[src/design/assert_macros.svh]
// ---------------------------------------------------------------------------
// Assertion macros
// Shared concurrent assertion forms, clocked on clock and held off in reset.
// ---------------------------------------------------------------------------
`ifndef ASSERT_MACROS_SVH
`define ASSERT_MACROS_SVH

// Condition must hold at every edge outside reset.
`define SINK_ASSERT(label, cond, msg) \
   label: assert property (@(posedge clock) disable iff (reset) (cond)) \
      else $error(msg);

// Antecedent implies consequent in the same cycle.
`define SINK_ASSERT_IMP(label, ante, cons, msg) \
   label: assert property (@(posedge clock) disable iff (reset) (ante) |-> (cons)) \
      else $error(msg);

// Antecedent implies consequent in the next cycle.
`define SINK_ASSERT_NEXT(label, ante, cons, msg) \
   label: assert property (@(posedge clock) disable iff (reset) (ante) |=> (cons)) \
      else $error(msg);

`endif

[src/design/sink_pkg.sv]
// ---------------------------------------------------------------------------
// sink_pkg
// Types, constants and elaboration helpers of the sorted insert unit.
// ---------------------------------------------------------------------------
package sink_pkg;

   localparam int unsigned CAPACITY = 1024;
   localparam int unsigned KEY_W    = 31;
   localparam int unsigned TAG_W    = 31;
   localparam int unsigned STATUS_W = 2;
   localparam int unsigned LEAF_W   = TAG_W + 1;   // {duplicate, tag}
   localparam int unsigned FANIN    = 32;

   localparam int unsigned REQ_DATA_W = 64;
   localparam int unsigned RSP_DATA_W = 40;
   localparam int unsigned CSR_IDX_W  = 1;
   localparam int unsigned CSR_DATA_W = 31;

   localparam logic [CSR_IDX_W-1:0] CSR_SEED_KEY = 1'b0;
   localparam logic [CSR_IDX_W-1:0] CSR_SEED_TAG = 1'b1;

   localparam logic [STATUS_W-1:0] STATUS_INSERTED  = 2'd0;
   localparam logic [STATUS_W-1:0] STATUS_DUPLICATE = 2'd1;
   localparam logic [STATUS_W-1:0] STATUS_FULL      = 2'd2;

   localparam logic [KEY_W-1:0] SEED_KEY_RST = 31'd1000000000;
   localparam logic [TAG_W-1:0] SEED_TAG_RST = 31'd1;

   // nodes on a tree level; level 0 is the row of cells
   function automatic int unsigned tree_nodes(input int unsigned level);
      int unsigned n;
      n = CAPACITY;
      for (int unsigned i = 0; i < level; i++) begin
         n = (n + FANIN - 1) / FANIN;
      end
      return n;
   endfunction

   function automatic int unsigned tree_levels();
      int unsigned n;
      int unsigned l;
      n = CAPACITY;
      l = 0;
      while (n > 1) begin
         n = (n + FANIN - 1) / FANIN;
         l++;
      end
      return l;
   endfunction

   // position of a level's first node in the flat register array (levels from 1)
   function automatic int unsigned tree_offset(input int unsigned level);
      int unsigned s;
      s = 0;
      for (int unsigned k = 1; k < level; k++) begin
         s = s + tree_nodes(k);
      end
      return s;
   endfunction

   localparam int unsigned TREE_LEVELS = tree_levels();
   localparam int unsigned TREE_TOTAL  = tree_offset(TREE_LEVELS + 1);
   localparam int unsigned CNT_W       = $clog2(TREE_LEVELS + 1);

   typedef struct packed {
      logic             valid;
      logic             lt;     // valid and key below the pending key
      logic [KEY_W-1:0] key;
      logic [TAG_W-1:0] tag;
   } slot_type;

   typedef struct packed {
      logic             reseed;
      logic             commit;
      logic [KEY_W-1:0] seed_key;
      logic [TAG_W-1:0] seed_tag;
   } cell_ctrl_type;

endpackage

[src/design/sink_cell.sv]
// ---------------------------------------------------------------------------
// sink_cell
// One table slot: compares against the pending key, picks the nearest tag
// when it is the lower neighbour, and shifts right on an insert.
// ---------------------------------------------------------------------------
module sink_cell (
   input  logic                             clock,
   input  logic                             reset,
   input  logic                             first,
   input  sink_pkg::cell_ctrl_type          ctrl,
   input  logic [sink_pkg::KEY_W-1:0]       new_key,
   input  logic [sink_pkg::TAG_W-1:0]       new_tag,
   input  sink_pkg::slot_type               left,
   input  sink_pkg::slot_type               right,
   output sink_pkg::slot_type               slot,
   output logic                             hit,
   output logic [sink_pkg::LEAF_W-1:0]      leaf
);

   logic                       valid_ff, valid_in;
   logic [sink_pkg::KEY_W-1:0] key_ff, key_in;
   logic [sink_pkg::TAG_W-1:0] tag_ff, tag_in;

   logic                       lt_w, eq_w, lower_w, take_right_w;
   logic [sink_pkg::KEY_W:0]   sum_w;
   logic [sink_pkg::TAG_W-1:0] pick_w;

   assign lt_w = valid_ff && (key_ff < new_key);
   assign eq_w = valid_ff && (key_ff == new_key);

   // lower neighbour: last slot below the key
   assign lower_w = lt_w && !right.lt;
   // upper distance strictly smaller: k + k_right < 2 * key
   assign sum_w        = {1'b0, key_ff} + {1'b0, right.key};
   assign take_right_w = right.valid && (sum_w < {new_key, 1'b0});
   assign pick_w       = (lower_w && take_right_w) ? right.tag : tag_ff;

   // head slot answers alone when nothing lies below the key
   assign hit  = lower_w || (first && !lt_w);
   assign leaf = {eq_w, hit ? pick_w : {sink_pkg::TAG_W{1'b0}}};

   assign slot.valid = valid_ff;
   assign slot.lt    = lt_w;
   assign slot.key   = key_ff;
   assign slot.tag   = tag_ff;

   always_comb begin
      valid_in = valid_ff;
      key_in   = key_ff;
      tag_in   = tag_ff;
      if (ctrl.reseed) begin
         valid_in = first;
         key_in   = ctrl.seed_key;
         tag_in   = ctrl.seed_tag;
      end else if (ctrl.commit && !lt_w) begin
         if (first || left.lt) begin
            valid_in = 1'b1;
            key_in   = new_key;
            tag_in   = new_tag;
         end else begin
            valid_in = left.valid;
            key_in   = left.key;
            tag_in   = left.tag;
         end
      end
   end

   always_ff @(posedge clock) begin
      if (reset) begin
         valid_ff <= first;
      end else begin
         valid_ff <= valid_in;
      end
      key_ff <= key_in;
      tag_ff <= tag_in;
   end

endmodule

[config.mk]
export PLATFORM = sky130hd
export DESIGN_NAME = sink_cell
export DESIGN_NICKNAME = d
export VERILOG_FILES = /design/src/design/assert_macros.svh /design/src/design/sink_pkg.sv /design/src/design/sink_cell.sv
export SDC_FILE = /design/constraint.sdc
export NUM_CORES = 1
export LEC_CHECK = 0
export BUFFER_PORTS_ARGS = -buffer_cell sky130_fd_sc_hd__clkbuf_2
export CORE_AREA = 2 2 135 137
export CTS_BUF_LIST = sky130_fd_sc_hd__clkbuf_8
export DETAILED_ROUTE_END_ITERATION = 10
export DIE_AREA = 0 0 137 139
export MAX_ROUTING_LAYER = met4
export PLACE_DENSITY = 0.74
export SYNTH_ARGS = -nofsm -noshare
export SYNTH_HDL_FRONTEND = slang
export SYNTH_SLANG_ARGS = --single-unit
[constraint.sdc]
create_clock -name clock -period 6.4 [get_ports clock]
set_input_delay 0.32 -clock clock [delete_from_list [all_inputs] [get_ports clock]]
set_output_delay 0.32 -clock clock [all_outputs]
set_load 0.03 [all_outputs]
### Word-level counts from Yosys, hierarchy flattened

Cells that the tools add are included.

| storage, ports and cells | value |
|---|---|
| bits of input ports | 257 |
| output and inout bits | 97 |
| register bits after elaboration | 63 |

| operators by class | value |
|---|---|
| multiplexer cells | 12 |
| add/sub/neg operators | 1 |
| $lt $le $gt $ge | 2 |
| equal/unequal tests | 1 |
| reduce and logical (&&, ||, !) cells | 13 |

Operators with widths:

| cell | count |
|---|---|
| two-way mux 31 bit | 8 |
| adder 31 x 31 -> 32 bit | 1 |
| < comparator 32 bit | 1 |
| == test 31 bit | 1 |
| < comparator 31 bit | 1 |
| logical AND 1 bit | 7 |
| two-way mux 1 bit | 4 |
| nonzero test 3 bit | 1 |
| logical NOT 1 bit | 2 |
| logical OR 1 bit | 2 |
| nonzero test 2 bit | 1 |

### Logic depth before layout (Yosys ltp)

| depth | value |
|---|---|
| depth after elaboration | 7 |
| mapped depth | 19 |

### Worst setup path after synthesis

No wires, ideal clock.

| timing | value |
|---|---|
| path kind | register -> output |
| start | reg key_ff[0] in the netlist's numbering |
| end | out leaf[30] in the netlist's numbering |
| path buffers | 1 |
| data required time | 6.080 ns |
| cell stages (with the launch flop) | 18 |
| arrival time | 4.969 ns |
| path slack | 1.111 ns |
| path through | edfxtp_1 > and2_1 > fa_1 > a21o_1 > a2111oi_0 > o21bai_1 > a21oi_1 > o21bai_1 > a21oi_1 > xnor2_1 > ha_1 > a21o_1 > a21oi_2 > o2111ai_1 > or4b_1 > or4b_1 > buf_2 > o221ai_1 |

| on the way | value |
|---|---|
| cells in the longest elaborated chain, start to end | 6 |

RTL lines:

| item | RTL line | RTL |
|---|---|---|
| start: declaration | sink_cell.sv:21 | `logic [sink_pkg::KEY_W-1:0] key_ff, key_in;` |
| start signal: assignment | sink_cell.sv:74 | `key_ff <= key_in;` |
| adder 31 x 31 -> 32 bit / < comparator 31 bit (equally long branches) | sink_cell.sv:34, sink_cell.sv:28 |  |
| < comparator 32 bit / logical AND 1 bit (equally long branches) | sink_cell.sv:35, sink_cell.sv:28 |  |
| logical AND 1 bit, or another cell as far along | sink_cell.sv:35 | `assign take_right_w = right.valid && (sum_w < {new_key, 1'b0});` |
| logical AND 1 bit, on equally long branches | sink_cell.sv:36, sink_cell.sv:39 |  |
| two-way mux 31 bit / logical OR 1 bit (equally long branches) | sink_cell.sv:36, sink_cell.sv:39 |  |
| two-way mux 31 bit (*) | sink_cell.sv:40 | `assign leaf = {eq_w, hit ? pick_w : {sink_pkg::TAG_W{1'b0}}};` |
| end: declaration | sink_cell.sv:17 | `output logic [sink_pkg::LEAF_W-1:0] leaf` |

Mark *: on every way between the ends. The rest lies on a longest branch, timed or not.

### Worst setup path after layout

Ends and elaborated chain as after synthesis.

==> reports/metrics.json <==
{
  "worstSetupStartpointType": {"value": "flip-flop"},
  "root_buffer": {"value": "sky130_fd_sc_hd__clkbuf_8"},
  "cts-root-to-sink-buffers": {"value": 2},
  "grt-ovfl-total": {"value": 0},
  "synth_async_sr_flop_share": {"value": 0, "unit": "%"},
  "clock_latency": {"value": 360, "unit": "ps"},
  "yosys.cell_types.count": {"value": 52},
  "worst_setup_path_end_kind": {"value": "output pin"},
  "run_status": {"value": "complete, no violations"},
  "maxSlewHeadroom": {"value": 28.8, "unit": "%"},
  "critPathSlowestCell": {"value": "sky130_fd_sc_hd__or4b_2"},
  "power_per_cell_area": {"value": 206, "unit": "nW/um2"},
  "fp.coreArea": {"value": 17700, "unit": "um2"},
  "report.final.slew_viol_count": {"value": 0},
  "fin_skew": {"value": 10.3, "unit": "ps"},
  "cell_breakdown_of_the_critical_path": {"value": "and2_1 -> fa_1 -> a21o_1 -> a2111oi_1 -> buf_4 -> or2_2 -> o2111ai_1 -> nand3_1 -> o21ai_0 -> xor2_1 -> ha_1 -> nand4_1 -> nor3_1 -> nand2_1 -> o2111ai_1 -> or4b_1 -> or4b_2 -> buf_6 -> o221ai_1 -> clkbuf_2"},
  "dp.cells": {"value": 1371},
  "cts_inserted_buffers": {"value": 9},
  "post_route_cells_drive_above_1_share": {"value": 36.2, "unit": "%"},
  "globalRouteTotalUtil": {"value": 26.9, "unit": "%"},
  "finalHoldViolCount": {"value": 0},
  "ios": {"value": 354},
  "die_x": {"value": 137, "unit": "um"},
  "finalSetupViolations": {"value": 0},
  "final_period_minus_worst_setup_slack": {"value": 5990, "unit": "ps"},
  "synth.net_count": {"value": 1183},
  "h-tree-depth": {"value": 3},
  "final_min_period_over_clock_period": {"value": 93.7, "unit": "%"},
  "total_leakage_power": {"value": 4.70, "unit": "nW"},
  "final_net_count": {"value": 1502},
  "cap_viol_max_count": {"value": 0},
  "timing_worst_slew_pin_value": {"value": 1070, "unit": "ps"},
  "power.ir.vdd_worst": {"value": 0.0875, "unit": "mV"},
  "synthCells": {"value": 834},
  "ys_seq_area_share": {"value": 25.6, "unit": "%"},
  "route.antenna.remaining_nets": {"value": 0},
  "cpLargestDelayFamily": {"value": "simple AND/OR/NAND/NOR gates"},
  "die_area": {"value": 19000, "unit": "um2"},
  "fin_cells": {"value": 1388},
  "gp_congestion": {"value": 0.988},
  "grt_antenna_before_repair": {"value": 1},
  "vias_in_the_first_global_route": {"value": 7511},
  "cts_sinks": {"value": 63},
  "cp_slowest_stage_delay": {"value": 640, "unit": "ps"},
  "ys_seq_elements": {"value": 63},
  "synthesis.yosys.warnings": {"value": 0},
  "first_pass_grt_wire_length": {"value": 38800, "unit": "um"},
  "1st_iter_drt_viols": {"value": 439},
  "critical_path.max_fanout": {"value": 31},
  "detail_route.wl_per_cell": {"value": 18.6, "unit": "um"},
  "critPathArrivalTime": {"value": 5670, "unit": "ps"},
  "die_height": {"value": 139, "unit": "um"},
  "cp_common_cell": {"value": "sky130_fd_sc_hd__o2111ai_1"},
  "synth-main-ff-cell": {"value": "sky130_fd_sc_hd__edfxtp_1"},
  "post_synth_instance_area": {"value": 7390, "unit": "um2"},
  "cts_tree": {"value": "yes"},
  "postRouteWirelength": {"value": 25800, "unit": "um"},
  "starting_density_of_the_core": {"value": 41.9, "unit": "%"},
  "min_path_type": {"value": "in -> reg"},
  "dr_total_vias": {"value": 7748},
  "hpwl": {"value": 20500, "unit": "um"},
  "cp.required": {"value": 6080, "unit": "ps"},
  "setup_total_negative_slack": {"value": 0, "unit": "ps"},
  "synthesis.area_per_instance": {"value": 8.86, "unit": "um2"},
  "first_pass_iters": {"value": 5},
  "cts.repair_timing.setup_buffer_count": {"value": 0},
  "area_delta_synth_final": {"value": 28.5, "unit": "%"},
  "timing.critical_path.buf_inv": {"value": 3},
  "largest_net_degree_at_the_start_of_global_routing": {"value": 95},
  "drt_drc_violations_left": {"value": 0},
  "vias_per_cell": {"value": 5.58},
  "clkTransAtPathRegs": {"value": 90, "unit": "ps"},
  "synth-edff-count": {"value": 63},
  "numPortBuffers": {"value": 353},
  "floorplan.rows": {"value": 49},
  "setup.worst_path.class": {"value": "reg -> out"},
  "rsz0062_at_grt": {"value": "no"},
  "clock.fmax": {"value": 0.167, "unit": "GHz"}
}
==> layout by cell type (no fill, tap or decap), types with 4 or more instances in the layout <==
cell type / instances
sky130_fd_sc_hd__clkbuf_2: 352
sky130_fd_sc_hd__ha_1: 91
sky130_fd_sc_hd__nand2_1: 81
sky130_fd_sc_hd__o21ai_0: 81
sky130_fd_sc_hd__inv_1: 75
sky130_fd_sc_hd__edfxtp_1: 63
sky130_fd_sc_hd__mux2i_1: 62
sky130_fd_sc_hd__a21oi_1: 42
sky130_fd_sc_hd__o211ai_1: 34
sky130_fd_sc_hd__a21o_1: 31
sky130_fd_sc_hd__nand4b_1: 31
sky130_fd_sc_hd__o221ai_2: 30
sky130_fd_sc_hd__nor2_1: 26
sky130_fd_sc_hd__xnor2_1: 21
sky130_fd_sc_hd__nand4_1: 17
sky130_fd_sc_hd__nand3_1: 9
sky130_fd_sc_hd__clkbuf_8: 9
sky130_fd_sc_hd__buf_4: 9
sky130_fd_sc_hd__xor2_1: 8
sky130_fd_sc_hd__o21bai_1: 7
sky130_fd_sc_hd__nor2b_1: 6
sky130_fd_sc_hd__nor3_1: 6
sky130_fd_sc_hd__and2_1: 4
sky130_fd_sc_hd__o2111ai_1: 4
sky130_fd_sc_hd__a211oi_1: 4
sky130_fd_sc_hd__and4_1: 4
==> worst min-delay path: cells and delay by family <==
family | cells | cell delay [ps]
buf+inv | 1 | 70
compound gates | 1 | 50
simple gates | 1 | 40
==> registers in the layout, indices dropped and copies added, names as in the netlist <==
register	flops
key_ff	31
tag_ff	31
valid_ff	1
==> Yosys cell counts, drive strengths merged (2+ instances only) <==
| master | count | area [um2] |
|---|---|---|
| nor2b | 6 | 37.5 |
| o31ai | 3 | 22.5 |
| nor3 | 6 | 30.0 |
| xor2 | 8 | 70.1 |
| nand4b | 31 | 272 |
| o21ai | 83 | 419 |
| and3 | 3 | 18.8 |
| or4b | 2 | 20.0 |
| nand3 | 9 | 45.0 |
| a21oi | 43 | 219 |
| a211o | 3 | 26.3 |
| a31oi | 2 | 12.5 |
| or2 | 3 | 18.8 |
| o211ai | 34 | 255 |
| inv | 74 | 278 |
| and4 | 4 | 35.0 |
| ha | 91 | 1140 |
| xnor2 | 21 | 184 |
| a21o | 32 | 240 |
| nand2b | 3 | 18.8 |
| nor2 | 29 | 109 |
| edfxtp | 63 | 1890 |
| nand4 | 17 | 106 |
| clkbuf | 43 | 161 |
| a211oi | 4 | 30.0 |
| o2111ai | 4 | 35.0 |
| buf | 11 | 81.3 |
| nand2 | 81 | 304 |
| and2 | 4 | 25.0 |
| mux2i | 62 | 621 |
| o21a | 3 | 22.5 |
| o21bai | 7 | 52.6 |
| o221ai | 32 | 468 |
==> kinds of logic (layout without fill, tap and decap cells) <==
family                   after synthesis  after routing  synth area share (%)
other                                  0              1                     0
AND/OR/NAND/NOR                      200            200                  14.3
adder cells (fa/ha/maj)               92             92                  15.7
multiplexers                          62             62                  8.40
AO/OA/AOI/OAI                        260            260                  25.6
flip-flops                            63             63                  25.6
XOR/XNOR                              29             29                  3.44
buffers and inverters                128            452                  7.04
==> per-layer routing <==
layer / vias to the layer above / global-route usage, % / wire length (um)
met5: - / - / 0
li1: 3784 / - / -
met4: 0 / 9.77 / 701
met3: 45 / 3.40 / 1720
met2: 381 / 47.6 / 13100
met1: 3538 / 30.8 / 10300
==> through the flow <==
stage / util [%] / setup WS [ps] / hold WS (ps) / power, mW / instance area (um2)
floorplan: - / 1110 / 507 / 1.27 / 7390
global placement: 52.7 / 748 / 599 / 1.57 / 9300
detailed placement: 52.7 / 652 / 602 / 1.59 / 9300
CTS: 53.7 / 226 / 208 / 1.96 / 9490
global route: 53.8 / 79.7 / 240 / 2.08 / 9500
finish: 53.8 / 406 / 230 / 1.95 / 9500
==> final timing paths <==
| kind | from | to | slack (ps) | depth (start not counted) |
|---|---|---|---|---|
| setup / recovery | key_ff[0] | leaf[30] | 410 | 20 |
| hold / removal | ctrl[37] | key_ff[6] | 230 | 3 |
| setup reg to reg | key_ff[30] | key_ff[13] | 3050 | 8 |
| hold reg to reg | valid_ff | valid_ff | 1450 | 5 |
==> layout make-up <==
cell class | count | area, um2
inverters | 74 | 278
clock buffers | 9 | 124
multi-input cells | 643 | 5010
flip-flops and latches | 63 | 1890
diodes | 1 | 2.50
clock inverters | 7 | 65.1
fillers | 1654 | 8160
well taps | 229 | 287
repair buffers | 362 | 1840
==> repair_timing <==
action,4_1_cts,5_1_grt
endpoints found under the setup margin,0,31
hold buffers,0,0
gates resized for setup,0,3
hold endpoints to repair,0,0
==> report_power, final <==
part           internal, mW  switching (mW)  total (mW)
combinational         0.396           0.632        1.03
sequential            0.514          0.0435       0.558
clock                 0.177           0.190       0.367
(Power assumes the default switching activity.)
